--- config.mk ---
export PLATFORM = sky130hd
export DESIGN_NAME = psc_out
export DESIGN_NICKNAME = d
export VERILOG_FILES = /design/src/sv/psc_pkg.sv /design/src/sv/psc_out.sv
export SDC_FILE = /design/constraint.sdc
export NUM_CORES = 1
export LEC_CHECK = 0
export BUFFER_PORTS_ARGS = -buffer_cell sky130_fd_sc_hd__buf_2
export CAP_MARGIN = 20
export CELL_PAD_IN_SITES_DETAIL_PLACEMENT = 1
export CELL_PAD_IN_SITES_GLOBAL_PLACEMENT = 1
export CORE_ASPECT_RATIO = 0.5
export CORE_MARGIN = 1.5
export CORE_UTILIZATION = 33
export CTS_CLUSTER_DIAMETER = 100
export DETAILED_ROUTE_END_ITERATION = 12
export PLACE_DENSITY = 0.89
export SYNTH_ARGS = -nofsm -noshare
export SYNTH_HDL_FRONTEND = slang
export SYNTH_SLANG_ARGS = --single-unit
--- constraint.sdc ---
create_clock -name clk_i -period 4 [get_ports clk_i]
set_input_delay 0.6 -clock clk_i [delete_from_list [all_inputs] [get_ports clk_i]]
set_output_delay 0.6 -clock clk_i [all_outputs]
set_load 0.01 [all_outputs]
--- src/sv/psc_pkg.sv ---
// shared constants and request types of the pair sum counter
package psc_pkg;

  localparam int unsigned MaxItems = 1024;
  localparam int unsigned ValW     = 32;
  localparam int unsigned NeedW    = ValW + 2;
  localparam int unsigned CntW     = 19;
  localparam logic [CntW-1:0] CountMax = {CntW{1'b1}};

  localparam int unsigned DataW   = 32;
  localparam int unsigned PaddrW  = 3;
  localparam int unsigned RegIdxW = PaddrW - 2;
  localparam logic [RegIdxW-1:0] RegTarget = RegIdxW'(0);

  typedef struct packed {
    logic signed [ValW-1:0] value;
    logic                   last;
  } in_req_t;

  typedef struct packed {
    logic            found;
    logic [CntW-1:0] pair_count;
    logic            overflow;
  } out_req_t;

  typedef struct packed {
    logic                    vld;
    logic                    last;
    logic                    tag;
    logic                    search;
    logic signed [ValW-1:0]  value;
    logic signed [NeedW-1:0] need;
    logic [CntW-1:0]         cnt;
  } tok_t;

endpackage

--- src/sv/psc_out.sv ---
// chain exit: gathers per-set flags and holds the result register
module psc_out (
  input  logic              clk_i,
  input  logic              rst_ni,
  input  psc_pkg::tok_t     tok_i,
  input  logic              out_ready_i,
  output logic              adv_o,
  output logic              out_valid_o,
  output psc_pkg::out_req_t out_req_o
);
  import psc_pkg::*;

  logic            out_valid_q, out_valid_d;
  out_req_t        out_req_q, out_req_d;
  logic [CntW-1:0] cum_q, cum_d;
  logic            drop_q, drop_d;
  logic [CntW-1:0] final_cnt;

  assign adv_o     = !out_valid_q || out_ready_i;
  assign final_cnt = tok_i.search ? cum_q : tok_i.cnt;

  always_comb begin
    out_valid_d = out_valid_q;
    out_req_d   = out_req_q;
    cum_d       = cum_q;
    drop_d      = drop_q;
    if (out_ready_i) begin
      out_valid_d = 1'b0;
    end
    if (adv_o && tok_i.vld) begin
      if (tok_i.search) begin
        drop_d = 1'b1;
      end else begin
        cum_d = tok_i.cnt;
      end
      if (tok_i.last) begin
        out_valid_d          = 1'b1;
        out_req_d.found      = (final_cnt != '0);
        out_req_d.pair_count = final_cnt;
        out_req_d.overflow   = drop_q || tok_i.search;
        cum_d                = '0;
        drop_d               = 1'b0;
      end
    end
  end

  always_ff @(posedge clk_i or negedge rst_ni) begin
    if (!rst_ni) begin
      out_valid_q <= 1'b0;
      cum_q       <= '0;
      drop_q      <= 1'b0;
    end else begin
      out_valid_q <= out_valid_d;
      cum_q       <= cum_d;
      drop_q      <= drop_d;
    end
  end

  always_ff @(posedge clk_i) begin
    out_req_q <= out_req_d;
  end

  assign out_valid_o = out_valid_q;
  assign out_req_o   = out_req_q;

`ifndef NO_ASSERTIONS
  a_set_closes: assert property (@(posedge clk_i) disable iff (!rst_ni)
    adv_o && tok_i.vld && tok_i.last |=> !drop_q && cum_q == '0 && out_valid_o)
    else $error("set state not cleared after last request");
  a_found_count: assert property (@(posedge clk_i) disable iff (!rst_ni)
    out_valid_o |-> out_req_o.found == (out_req_o.pair_count != '0))
    else $error("found flag disagrees with pair count");
`endif

endmodule

=== After elaboration in Yosys (flattened, before gate mapping) ===
Index checks and enable logic that the tools add are counted.

* Bits in registers: 42
* Input port bits: 92
* Output and inout bits: 23
* Logic and storage cells: 21

* Multiplexer cells: 7
* Reduce and logical (&&, ||, !) cells: 8

{| class="wikitable"
|+ Operator list
! kind !! count
|-
| $mux W19 || 2
|-
| $reduce_bool A19 Y1 || 1
|-
| $mux W1 || 5
|-
| $reduce_and A2 Y1 || 2
|-
| $logic_or A1 B1 Y1 || 2
|-
| $reduce_bool A2 Y1 || 1
|-
| $logic_and A1 B1 Y1 || 1
|-
| $logic_not A1 Y1 || 1
|}

=== Longest topological paths before layout ===
* Depth in word-level cells: 4
* Depth in mapped cells: 6
* Gate-level depth less buffers: 4

=== Least setup slack after synthesis ===
Ideal clock, no wire load.

* Path kind: input -> register
* Start point: in out_ready_i
* End point: reg out_req_q, in the netlist out_req_o[0], enable pin
* Library setup time: 0.399 ns
* Arrival time: 2.001 ns
* Required time: 3.601 ns
* Path slack: 1.600 ns
* Cell stages on the path: 4
* Buffers on the path: 1
* Path through: nand2b_1 nand2_1 clkbuf_1 nor2_1

* Cells in the longest elaborated chain, start to end: 3

{| class="wikitable"
|+ Ends and longest elaborated chain
! element !! RTL line !! RTL
|-
| from (decl) || psc_out.sv:6 || <nowiki>input logic out_ready_i,</nowiki>
|-
| $logic_or A1 B1 Y1 || psc_out.sv:19 || <nowiki>assign adv_o = !out_valid_q || out_ready_i;</nowiki>
|-
| $logic_and A1 B1 Y1 || psc_out.sv:30 || <nowiki>if (adv_o && tok_i.vld) begin</nowiki>
|-
| $reduce_and A2 Y1 (no source line) || -- ||
|-
| to (signal assigned) || psc_out.sv:60 || <nowiki>out_req_q <= out_req_d;</nowiki>
|-
| to (decl) || psc_out.sv:14 || <nowiki>out_req_t out_req_q, out_req_d;</nowiki>
|}

Every way passes these cells.
A chain may end at the register's enable or synchronous reset.

=== Final worst setup path ===
* Start point: in out_ready_i
* End point: reg out_req_q, in the netlist out_req_o[11], enable pin

The elaborated chain is that of the path after synthesis.

==> metrics <==
status=finished clean; Synth Cell Area=1800 sq um; maximum achievable frequency=481 MHz; clk sinks=42; htree depth=2; CTS tree=done; CTS Buffer Depth=2; syn avg cell area=11.9 sq um; CP max FO=40; layout cells sized above 1=0.355; Worst R2R Path Depth=4; CP Class=in2reg; Max-Cap Viols=0; Multi-input gate area=573 sq um; CTS Buf Count=5; CP Launch Type=input pin; hold_buf cts=0; worst path required time=3920 ps; core area=5090 sq um; Total Routing Usage GR=0.156; multiplexer share of the synthesized area=0.121; first-pass GRT wire length=7000 microns; WL per Instance=15.5 microns; synth unique cells=22; drt initial violations=107; Seq pwr share=0.528; starting density of the core=0.354; LEAKAGE=0.976 nW; ANT nets after route=0; TritonRoute pass-1 iters=4; clk_skew=7.15 ps; # nets final=291; internal power=0.726 mW; post-DP HPWL=2940 microns; setup violators final=0; Post-synth top flop=edfxtp_1; Worst VDD drop=148 uV; final setup margin=1920 ps; initial antenna violation count=0; Post-CTS Setup Bufs=0; RSZ-0062 raised after global routing=no; WL final=4190 microns; sequential cell area fraction in the yosys report=0.641; Die ar.=5940 sq um; Reg area=1160 sq um; Post-synth EDFFs=21; Die Height=55.3 microns; post-synthesis simple-gate area fraction=0.127; fin util=0.431; Area Growth Syn to Fin=21.7%; max-slew violation count=0; largest family of logic cells by synthesized area=simple AND/OR/NAND/NOR gates; crit path DAT=2000 ps; Mapped Cells=152; Final period util=0.520; vias in the first global route=1,395; post-synthesis share of cell area spent on xor and xnor gates=0; fraction of registers with async set/reset=0.500; row count=18; P per Cell Area=440 nW/um^2; Root Driver=clkbuf_8; Vias per Instance=4.76; layout filler cell count=582; GRT Residual Overflow=0; Clock power frac=0.344; Port Buffer Count=47; setup TNS=0 ps; Mapped Nets=244; warnings from Yosys=0; max_slew headroom=0.282; Final Hold Fails=0; placed cell count=262; Sw Share=0.249; Worst-Margin Slew=1080 ps; largest net degree at the start of global routing=41; CP Capture Type=flop; Hold Crit Class=in2async; drt drc=0; Placer Congestion=0.757; clk_lat worst skew=300 ps; DR vias=1,286; diode count=0; Yosys reg bits=42; Gate power share=0.128; post_cts resized=0; crit path time final=2080 ps; Top Ports=115; post-synthesis adder-cell area fraction=0; clock transition at the registers of the reported paths=80 ps; Layout Cells excl Fill=270; post-synthesis compound-gate area fraction=0.0687; die width=108 microns; P_sw=0.240 mW; Place WS=1620 ps
-- placed cells by master (no fill, tap or decap), types with 4 or more instances in the layout --
master    netlist  routed
clkbuf_8        0       5
mux2i_1         6       6
mux2_2         14      14
buf_2           1      47
dfrtp_1        21      21
o31ai_1         5       5
edfxtp_1       21      21
o21ai_0        15      15
nand2_1        37      37
inv_1           7       7
nor4_1          4       4
-- per-stage QoR --
| step | instance area (sq um) | total power [mW] | hold WS [ps] |
|---|---|---|---|
| 2_1_floorplan | 1800 | 0.592 | 304 |
| 3_3_place_gp | 2090 | 0.633 | 460 |
| 3_5_place_dp | 2090 | 0.643 | 481 |
| 4_1_cts | 2190 | 0.971 | 271 |
| 5_1_grt | 2190 | 1.01 | 287 |
| 6_report | 2190 | 0.966 | 253 |
-- power groups by stage --
stage                     logic, mW  registers, mW  clock network, mW
after floorplan              0.0718          0.520                  0
after global placement        0.117          0.516                  0
after detailed placement      0.124          0.520                  0
after CTS                     0.126          0.510              0.335
after global routing          0.139          0.515              0.352
final                         0.124          0.510              0.332
-- registers in the layout, summed over array words and instances, names as in the netlist --
register	flops
drop_q	1
cum_q	19
out_req_o	21
out_valid_o	1
-- cells in the mapped netlist, types with 2 or more instances --
cell | n | area share
o31ai_1 | 5 | 0.021
o21ai_0 | 15 | 0.042
buf_6 | 2 | 0.012
dfrtp_1 | 21 | 0.29
nand2_1 | 37 | 0.077
edfxtp_1 | 21 | 0.35
clkbuf_1 | 4 | 0.0083
nor3_1 | 2 | 0.0056
nor2_1 | 4 | 0.0083
mux2_2 | 14 | 0.087
inv_1 | 7 | 0.015
nand3_1 | 2 | 0.0056
mux2i_1 | 6 | 0.033
nor4_1 | 4 | 0.014
-- kinds of logic after synthesis --
| group | Yosys count |
|---|---|
| AND/OR/NAND/NOR | 53 |
| flip-flops | 42 |
| AO/OA/AOI/OAI | 22 |
| multiplexers | 20 |
| buffers and inverters | 15 |
-- worst max-delay path, stage by stage --
cell      delay [ps]
buf_2             70
nand2b_1         140
nand2_1           80
buf_4            250
nor2_2           850
-- layer usage --
layer | vias up | global-route usage | wire length [microns]
met4 | 0 | 0.0620 | 74
li1 | 626 | - | -
met2 | 25 | 0.266 | 2090
met3 | 8 | 0.0413 | 135
met5 | - | 0 | 0
met1 | 627 | 0.189 | 1890
-- path summary, 6_finish.rpt --
path | end | start | slack, ps
worst max-delay path | out_req_o[11]$_DFFE_PP_ | out_ready_i | 1920
worst min-delay path | cum_q[0]$_DFFE_PN0P_ | rst_ni | 250
worst max register to register | out_req_o[11]$_DFFE_PP_ | out_valid_o$_DFF_PN0_ | 1930
worst min register to register | cum_q[14]$_DFFE_PN0P_ | cum_q[14]$_DFFE_PN0P_ | 500
max in group asynchronous | cum_q[15]$_DFFE_PN0P_ | rst_ni | 3410
min in group clk_i | cum_q[14]$_DFFE_PN0P_ | cum_q[14]$_DFFE_PN0P_ | 500
-- area by class of cell --
class                      instances  area share
inverter                           7      0.0120
clock buffer                       5      0.0314
sequential                        42       0.527
clock inverter                     3      0.0182
timing repair buffer              48       0.111
multi-input combinational         95       0.261
tap                               70      0.0399
(Power assumes the default switching activity.)
