**src/sv/psc_pkg.sv**
```systemverilog
// shared constants and request types of the pair sum counter
package psc_pkg;

  localparam int unsigned MaxItems = 1024;
  localparam int unsigned ValW     = 32;
  localparam int unsigned NeedW    = ValW + 2;
  localparam int unsigned CntW     = 19;
  localparam logic [CntW-1:0] CountMax = {CntW{1'b1}};

  localparam int unsigned DataW   = 32;
  localparam int unsigned PaddrW  = 3;
  localparam int unsigned RegIdxW = PaddrW - 2;
  localparam logic [RegIdxW-1:0] RegTarget = RegIdxW'(0);

  typedef struct packed {
    logic signed [ValW-1:0] value;
    logic                   last;
  } in_req_t;

  typedef struct packed {
    logic            found;
    logic [CntW-1:0] pair_count;
    logic            overflow;
  } out_req_t;

  typedef struct packed {
    logic                    vld;
    logic                    last;
    logic                    tag;
    logic                    search;
    logic signed [ValW-1:0]  value;
    logic signed [NeedW-1:0] need;
    logic [CntW-1:0]         cnt;
  } tok_t;

endpackage

```
**src/sv/psc_cell.sv**
```systemverilog
// one chain cell: holds one stored value and its running pair total
module psc_cell (
  input  logic           clk_i,
  input  logic           rst_ni,
  input  logic           adv_i,
  input  psc_pkg::tok_t  tok_i,
  input  logic [psc_pkg::CntW-1:0] prev_cum_i,
  output psc_pkg::tok_t  tok_o,
  output logic [psc_pkg::CntW-1:0] cum_o
);
  import psc_pkg::*;

  logic                   vld_q, vld_d;
  logic                   tag_q, tag_d;
  logic signed [ValW-1:0] val_q, val_d;
  logic [CntW-1:0]        cum_q, cum_d;
  tok_t                   tok_q, tok_d;

  logic            occupied;
  logic            match;
  logic            store;
  logic [CntW:0]   sum;
  logic [CntW-1:0] sat_sum;

  assign occupied = vld_q && (tag_q == tok_i.tag);
  assign match    = (NeedW'(val_q) == tok_i.need);
  assign store    = tok_i.vld && tok_i.search && !occupied;
  assign sum      = {1'b0, prev_cum_i} + {1'b0, tok_i.cnt};
  assign sat_sum  = sum[CntW] ? CountMax : sum[CntW-1:0];

  always_comb begin
    tok_d = tok_i;
    vld_d = vld_q;
    tag_d = tag_q;
    val_d = val_q;
    cum_d = cum_q;
    if (store) begin
      tok_d.search = 1'b0;
      tok_d.cnt    = sat_sum;
      vld_d        = 1'b1;
      tag_d        = tok_i.tag;
      val_d        = tok_i.value;
      cum_d        = sat_sum;
    end else if (tok_i.vld && tok_i.search) begin
      tok_d.cnt = tok_i.cnt + CntW'(match);
    end else if (tok_i.vld) begin
      // a finished request clears stale entries behind its set
      vld_d = 1'b0;
    end
  end

  always_ff @(posedge clk_i or negedge rst_ni) begin
    if (!rst_ni) begin
      vld_q <= 1'b0;
      tag_q <= 1'b0;
      val_q <= '0;
      cum_q <= '0;
      tok_q <= '0;
    end else if (adv_i) begin
      vld_q <= vld_d;
      tag_q <= tag_d;
      val_q <= val_d;
      cum_q <= cum_d;
      tok_q <= tok_d;
    end
  end

  assign tok_o = tok_q;
  assign cum_o = cum_q;

`ifndef NO_ASSERTIONS
  a_store_fills: assert property (@(posedge clk_i) disable iff (!rst_ni)
    adv_i && store |=> vld_q && tok_q.vld && !tok_q.search)
    else $error("stored request did not fill the cell");
  a_clear_empties: assert property (@(posedge clk_i) disable iff (!rst_ni)
    adv_i && tok_i.vld && !tok_i.search |=> !vld_q)
    else $error("finished request did not clear the cell");
`endif

endmodule

```
**config.mk**
```make
export PLATFORM = sky130hd
export DESIGN_NAME = psc_cell
export DESIGN_NICKNAME = d
export VERILOG_FILES = /design/src/sv/psc_pkg.sv /design/src/sv/psc_cell.sv
export SDC_FILE = /design/constraint.sdc
export NUM_CORES = 1
export LEC_CHECK = 0
export BUFFER_PORTS_ARGS = -buffer_cell sky130_fd_sc_hd__buf_2
export CAP_MARGIN = 10
export CORE_UTILIZATION = 52
export CTS_CLUSTER_DIAMETER = 80
export CTS_CLUSTER_SIZE = 16
export DETAILED_ROUTE_END_ITERATION = 16
export PLACE_DENSITY = 0.84
export SLEW_MARGIN = 10
export SYNTH_ARGS = -nofsm -noshare
export SYNTH_HDL_FRONTEND = slang
export SYNTH_SLANG_ARGS = --single-unit
export TNS_END_PERCENT = 5
```
**constraint.sdc**
```tcl
create_clock -name clk_i -period 3.3 [get_ports clk_i]
set_clock_uncertainty 0.15 [all_clocks]
set_input_delay 0.165 -clock clk_i [delete_from_list [all_inputs] [get_ports clk_i]]
set_output_delay 0.165 -clock clk_i [all_outputs]
set_load 0.05 [all_outputs]
```
Word level (Yosys, flattened, before mapping)
Index checks and enable logic that the tools add are counted.
- flip-flop bits (word level): 142
- input port bits: 111
- word-level logic and storage cells: 30
- output and inout port bits: 108
- eq/ne operators: 3
- multiplexer cells: 7
- reductions and logical operators: 7
- $add $sub $neg: 2
- operator list (cell ; number):
    2-to-1 mux 19 bit ; 3
    == test 32 x 34 -> 1 bit ; 1
    adder 19 x 19 -> 20 bit ; 1
    adder 19 x 1 -> 19 bit ; 1
    2-to-1 mux 1 bit ; 4
    logical AND 1 bit ; 3
    AND reduction 3 bit ; 1
    inequality test 2 bit, second input constant ; 1
    AND reduction 2 bit ; 1
    nonzero test 2 bit ; 1
    == test 1 bit ; 1
    zero test 1 bit ; 1

Logic depth before layout (Yosys ltp)
Gate-level depths: netlist of the first run.
- depth after elaboration: 6
- mapped depth: 14
- depth with buffers taken out: 14

Worst setup path after synthesis of the first run
Ideal clock, no wire load.
- path type: register -> register
- start point: register val_q[31]
- end point: register tok_q, in the netlist tok_o[18]
- arrival time: 2.768 ns
- required time: 3.086 ns
- slack: 0.317 ns
- setup time: 0.064 ns
- clock period less this slack: 2.983 ns
- path buffers: 0
- cell stages (with the launch flop): 14
- cell sequence: dfrtp_1 or4_1 a21oi_1 nand4_1 nor4_1 ha_1 ha_1 nand4_1 nor3_4 and2b_1 nand3_1 xor2_1 a31oi_1 o21a_1
- longest elaborated chain between the ends: 4
- ends and longest elaborated chain (element ; RTL line ; text):
    from (decl) ; psc_cell.sv:15 ; logic signed [ValW-1:0] val_q, val_d;
    from (signal assigned) ; psc_cell.sv:62 ; val_q <= val_d;
    == test 32 x 34 -> 1 bit ; psc_cell.sv:26 ; assign match = (NeedW'(val_q) == tok_i.need);
    adder 19 x 1 -> 19 bit ; psc_cell.sv:45 ; tok_d.cnt = tok_i.cnt + CntW'(match);
    2-to-1 mux 19 bit ; psc_cell.sv:44 ; end else if (tok_i.vld && tok_i.search) begin
    2-to-1 mux 19 bit ; psc_cell.sv:37 ; if (store) begin
    to (signal assigned) ; psc_cell.sv:64 ; tok_q <= tok_d;
    to (decl) ; psc_cell.sv:17 ; tok_t tok_q, tok_d;
No other way between the ends.
A chain may end at the register's enable or synchronous reset.

Worst setup path in the final report of the first run
- start point: input port tok_i[43] in the netlist's numbering
- end point: register tok_q, in the netlist tok_o[17]
- longest elaborated chain between the ends: 4
- ends and longest elaborated chain (element ; RTL line ; text):
    from (decl) ; psc_cell.sv:6 ; input psc_pkg::tok_t tok_i,
    == test 32 x 34 -> 1 bit ; psc_cell.sv:26 ;
    adder 19 x 1 -> 19 bit ; psc_cell.sv:45 ;
    2-to-1 mux 19 bit ; psc_cell.sv:44 ;
    2-to-1 mux 19 bit ; psc_cell.sv:37 ;
No other way between the ends.

==> results of run 1 <==
==> critical path, cell delays in order <==
cell	delay [ns]
dlygate4sd3_1	0.55
buf_2	0.15
xor2_1	0.16
nor4_1	0.37
buf_4	0.18
nand4_1	0.13
nor4_2	0.18
ha_1	0.21
buf_4	0.13
nand4_4	0.11
nor3_4	0.24
nand3_1	0.14
xnor2_1	0.19
a311oi_2	0.37
a22oi_1	0.14
==> final cells by class <==
type / instances / share of cell area
inverter: 6 / 0.00228
clock inverter: 12 / 0.0210
sequential: 142 / 0.359
timing repair buffer: 307 / 0.199
multi-input combinational: 502 / 0.351
tap: 176 / 0.0223
clock buffer: 19 / 0.0458
==> stage by stage <==
stage	total power [uW]	hold slack, ns	util
after global routing	6620	0.0353	0.744
after floorplan	3560	-0.281	-
after CTS	6320	0.00171	0.741
final	6370	0.0137	0.744
after detailed placement	4100	0.224	0.636
after global placement	4050	0.224	0.636
==> layer usage <==
| layer | vias to the layer above | wire length (um) | GRT usage | part of all wire |
|---|---|---|---|---|
| met5 | - | 0 | 0 | 0 |
| met4 | 0 | 1230 | 0.169 | 0.054 |
| met3 | 105 | 1400 | 0.0776 | 0.062 |
| met2 | 330 | 11300 | 0.554 | 0.50 |
| met1 | 3219 | 8710 | 0.383 | 0.39 |
| li1 | 2972 | - | - | - |
==> kinds of logic (layout without fill, tap and decap cells) <==
| family | after synthesis | count (layout) | share of synthesized area |
|---|---|---|---|
| and+or+nand+nor | 234 | 234 | 0.148 |
| DFF | 142 | 142 | 0.498 |
| AOI/OAI and AO/OA | 113 | 113 | 0.104 |
| muxes | 70 | 70 | 0.110 |
| xor gates and xnor gates | 63 | 63 | 0.0773 |
| buffers and inverters | 36 | 344 | 0.0231 |
| adders and majority gates | 22 | 22 | 0.0396 |
==> registers in the layout, summed over array words and instances (netlist names) <==
signal and cells:
cum_o 19, tag_q 1, tok_o 89, val_q 32
vld_q 1
==> timing repair <==
item / 4_1_cts / 5_1_grt
pin swaps: 0 / 3
resized for setup: 1 / 5
hold endpoints to repair: 224 / 0
endpoints found under the setup margin: 1 / 10
hold buffers: 73 / 0
buffers inserted: 0 / 1
==> worst min-delay path by stage <==
stage | start | endpoint | slack [ns] | cells past startpoint
2_1_floorplan | rst_ni | cum_o[0] | -0.28 | 0
3_3_place_gp | tok_i[59] | val_q[6] | 0.22 | 3
3_5_place_dp | tok_i[59] | val_q[6] | 0.22 | 3
4_1_cts | tok_i[11] | tok_o[11] | 0.002 | 4
5_1_grt | tok_i[11] | tok_o[11] | 0.04 | 4
6_report | tok_i[16] | tok_o[16] | 0.01 | 4
==> synth_stat cells, types with 4 or more instances <==
cell and count:
dfrtp_1 142, nand2_1 139, mux2_2 69, xnor2_1 43
nor2_1 38, a21oi_1 30, o21ai_0 24, ha_1 21
xor2_1 20, clkbuf_1 19, nand4_1 15, nand3_1 11
nor3_1 8, o22ai_1 7, a31oi_1 6, buf_2 6
o2bb2ai_1 6, a21o_1 5, a21oi_2 5, inv_1 5
nor4_1 4, o221ai_1 4
==> power breakdown <==
part | internal, uW | switching [uW]
registers | 2050 | 200
logic | 604 | 1360
clock network | 1390 | 776
total | 4040 | 2330
==> impl_metrics.py, run 1 <==
metrics = {
    "logic_synthesis": {
        "ys.flop_type": "dfrtp_1",
        "synth_nets": 813,
        "synth_top_area_frac": 0.498,
        "synth-seq-cells": 142,
        "yosysSeqAreaShare": 0.498,
        "synthArstFlopShare": 1.00,
        "yosysUniqueCellTypes": 58,
        "synth_area_leaders": "dfrtp_1, mux2_2, nand2_1",
        "syn_area_sq_um": 7140,
        "synth_edf_count": 0,
        "syn_avg_cell_area_sq_um": 10.5,
        "synth_top_cell_by_area": "dfrtp_1",
        "ys_warn_count": 0,
        "postSynthCellCount": 680,
    },
    "worst_setup_path": {
        "startpoint_type": "input port",
        "crit_end": "tok_o[17]",
        "critPathKind": "in -> reg",
        "r2r_start": "val_q[24]",
        "end_kind": "register",
        "crit_path_start": "tok_i[43]",
        "required_ns": 3.42,
        "cp_max_fo": 2,
        "rr_worst_depth": 13,
        "r2r_end": "tok_o[17]",
        "critPathArrivalTime_ns": 3.43,
        "rrSetupSlack_ns": 0.02,
    },
    "timing": {
        "tightest_slew_ns": 1.07,
        "drv_slew": 0,
        "layout_min_cycle_time_ns": 3.31,
        "rsz0062_at_grt": "yes",
        "fmax_mhz": 302,
        "hold_viol_final": 0,
        "tns_ns": -0.00945,
        "setup_viol": 1,
        "fin_crit_sh": 1.00,
        "slew_headroom": 0.287,
        "fin_ws_ns": -0.00945,
    },
    "drt": {
        "viasPerCell": 5.69,
        "final_antenna_net_count": 0,
        "firstDrtPassIters": 7,
        "drt_iter0_drc": 637,
        "drc": 0,
        "finalWirelength_um": 22600,
        "avgRoutedWirePerCell_um": 19.4,
        "vias": 6626,
    },
    "layout": {
        "insertedDiodeCount": 0,
        "final_cells": 1164,
        "design_area_sq_um": 9890,
        "final_cell_mix": "buf_2, dfrtp_1, nand2_1",
        "fillers": 888,
        "multiInputGateArea_sq_um": 3470,
        "drive_above_1_share": 0.364,
        "fin_nets": 1109,
        "final_common_cell": "buf_2",
        "seqCellArea_sq_um": 3550,
        "area_growth_syn_to_layout_pct": 38.5,
    },
    "place": {
        "place_area_sq_um": 8450,
        "port_buffers": 218,
        "place_ws_ns": 0.0731,
        "gp_congestion": 1.02,
        "dpl.hpwl_um": 14100,
        "dpl.cell_count": 1059,
    },
    "floorplanning": {
        "rows": 42,
        "die_h_um": 119,
        "die_w_um": 119,
        "start_util": 0.537,
        "dieArea_sq_um": 14200,
        "io_pins": 219,
        "core_region_area_sq_um": 13300,
    },
    "clock_network": {
        "numClockSinks": 142,
        "htree_levels": 4,
        "clock_latency_ns": 0.43,
        "ctsRootBufferMaster": "clkbuf_16",
        "tritoncts": "yes",
        "clock_path_buffers": 2,
        "cts_buffers": 17,
        "clk_pin_slew_ns": 0.06,
    },
    "status": {
        "violations": "negative setup slack",
        "status": "finished with violations",
    },
    "pwr": {
        "vdd_ir_drop_max_mv": 0.691,
        "p_per_area_nw_per_um2": 644,
        "leakage_uw": 0.00467,
    },
    "min_path": {
        "hold_class": "in -> reg",
    },
    "grt": {
        "antenna_found_initial": 0,
        "grt_pass1_wl_um": 35200,
        "grt_use_total": 0.326,
        "grt_pass1_vias": 6812,
        "grt_remaining_overflow": 0,
        "grt_max_degree": 121,
    },
    "job": {
        "maxCapViolations": 0,
    },
}
Power figures use the tool's default switching activity.
==> inputs of run 2 (changes only) <==
--- a/config.mk
+++ b/config.mk
@@ -7,10 +7,12 @@
 export LEC_CHECK = 0
 export BUFFER_PORTS_ARGS = -buffer_cell sky130_fd_sc_hd__buf_2
 export CAP_MARGIN = 10
+export CORE_ASPECT_RATIO = 0.75
 export CORE_UTILIZATION = 52
 export CTS_CLUSTER_DIAMETER = 80
 export CTS_CLUSTER_SIZE = 16
 export DETAILED_ROUTE_END_ITERATION = 16
+export HOLD_SLACK_MARGIN = 0.08
 export PLACE_DENSITY = 0.84
 export SLEW_MARGIN = 10
 export SYNTH_ARGS = -nofsm -noshare
==> constraint.sdc (replaced) <==
create_clock -name clk_i -period 3.5 [get_ports clk_i]
set_clock_uncertainty 0.15 [all_clocks]
set_input_delay 0.175 -clock clk_i [delete_from_list [all_inputs] [get_ports clk_i]]
set_output_delay 0.175 -clock clk_i [all_outputs]
set_load 0.05 [all_outputs]
==> impl_metrics.py, run 2 (synthesis results as in run 1) <==
metrics = {
    "floorplanning": {
        "die_h_um": 103,
        "dieArea_sq_um": 14200,
        "die_w_um": 137,
        "rows": 36,
        "io_pins": 219,
        "core_region_area_sq_um": 13200,
        "start_util": 0.541,
    },
    "timing": {
        "drv_slew": 0,
        "rsz0062_at_grt": "yes",
        "hold_viol_final": 0,
        "tns_ns": 0,
        "fmax_mhz": 290,
        "holdWs_ns": 0.0984,
        "setup_viol": 0,
        "tightest_slew_ns": 0.941,
        "layout_min_cycle_time_ns": 3.45,
        "fin_crit_sh": 0.986,
        "slew_headroom": 0.373,
    },
    "grt": {
        "grt_pass1_wl_um": 33600,
        "grt_remaining_overflow": 0,
        "grt_pass1_vias": 6574,
        "grt_max_degree": 87,
        "antenna_found_initial": 0,
        "grt_use_total": 0.316,
    },
    "worst_setup_path": {
        "critPathKind": "in -> reg",
        "end_kind": "register",
        "critPathArrivalTime_ns": 3.65,
        "rr_worst_depth": 14,
        "required_ns": 3.70,
        "startpoint_type": "input port",
        "cp_max_fo": 3,
    },
    "pwr": {
        "vdd_ir_drop_max_mv": 0.370,
        "leakage_uw": 0.00465,
        "p_per_area_nw_per_um2": 582,
        "finalPower_uw": 5750,
    },
    "layout": {
        "largest_register_ffs": 89,
        "final_common_cell": "buf_2",
        "post-route-util": 0.748,
        "final_cell_mix": "buf_2, dfrtp_1, nand2_1",
        "final_cells": 1165,
        "fin_nets": 1114,
        "insertedDiodeCount": 0,
        "drive_above_1_share": 0.356,
        "area_growth_syn_to_layout_pct": 38.2,
    },
    "drt": {
        "drc": 0,
        "viasPerCell": 5.64,
        "drt_iter0_drc": 480,
        "vias": 6566,
        "finalWirelength_um": 22100,
        "final_antenna_net_count": 0,
        "firstDrtPassIters": 6,
        "avgRoutedWirePerCell_um": 19.0,
    },
    "min_path": {
        "hold_depth": 4,
        "hold_class": "in -> reg",
    },
    "job": {
        "maxCapViolations": 0,
    },
    "clock_network": {
        "numClockSinks": 142,
        "clock_latency_ns": 0.41,
        "clk_pin_slew_ns": 0.06,
        "htree_levels": 4,
        "cts_buffers": 17,
        "tritoncts": "yes",
        "clock_path_buffers": 2,
        "ctsRootBufferMaster": "clkbuf_16",
    },
    "place": {
        "port_buffers": 218,
        "dpl.cell_count": 1049,
        "gp_congestion": 0.925,
        "dpl.hpwl_um": 14800,
    },
    "status": {
        "status": "complete, no violations",
    },
}
## run 2: layout make-up
cell class	instances	area (sq um)
Fill cell	900	3330
Timing Repair Buffer	312	2030
Multi-Input combinational cell	502	3460
Clock buffer	18	439
Inverter	6	22.5
Sequential cell	142	3550
Clock inverter	14	154
Tap cell	171	214
## run 2: stage by stage
stage / cell area [sq um] / setup WS (ns)
6_report: 9870 / 0.0505
2_1_floorplan: 7140 / 0.517
4_1_cts: 9860 / 0.0211
3_3_place_gp: 8410 / -0.115
3_5_place_dp: 8410 / -0.145
5_1_grt: 9870 / -0.108
## run 2: per-layer routing
metal	up-vias	GRT usage	part of all wire	wire [um]
met5	-	0	0	0
met4	0	0.119	0.027	601
met3	56	0.0692	0.070	1560
met2	328	0.505	0.47	10400
met1	3193	0.427	0.43	9600
li1	2989	-	-	-
## run 2: critical path, stage by stage
cell and delay [ns]:
dlygate4sd3_1 0.54, buf_2 0.14, xnor2_1 0.18, nand4_1 0.21, nor4_4 0.39, nand4_1 0.18
nor4_2 0.18, ha_1 0.21, ha_1 0.18, nand4_1 0.19, nor3_4 0.29, and2b_2 0.23
nand3_1 0.09, xor2_1 0.15, a31oi_1 0.17, o21a_1 0.14
## run 2: timing repair
action	CTS	global route
pin swaps	2	1
resized for setup	2	3
hold buffers	83	0
endpoints found under the hold margin	201	0
setup buffers	1	0
gates cloned	0	0
setup endpoints to repair	4	8
## run 2: path summary, 6_finish.rpt
| kind | startpoint | endpoint | slack [ns] |
|---|---|---|---|
| worst max-delay path | tok_i[22] | tok_o[18] | 0.05 |
| worst min-delay path | tok_i[3] | tok_o[3] | 0.1 |
| worst max register to register | val_q[30] | tok_o[18] | 0.09 |
| worst min register to register | cum_o[7] | cum_o[7] | 0.33 |
| max in group asynchronous | rst_ni | tok_o[53] | 2.16 |
| min in group asynchronous | rst_ni | tok_o[67] | 0.23 |
## run 2: where the power goes
group | internal, uW | switching [uW] | total, uW
clock | 1030 | 761 | 1790
combinational | 574 | 1280 | 1850
sequential | 1930 | 179 | 2110
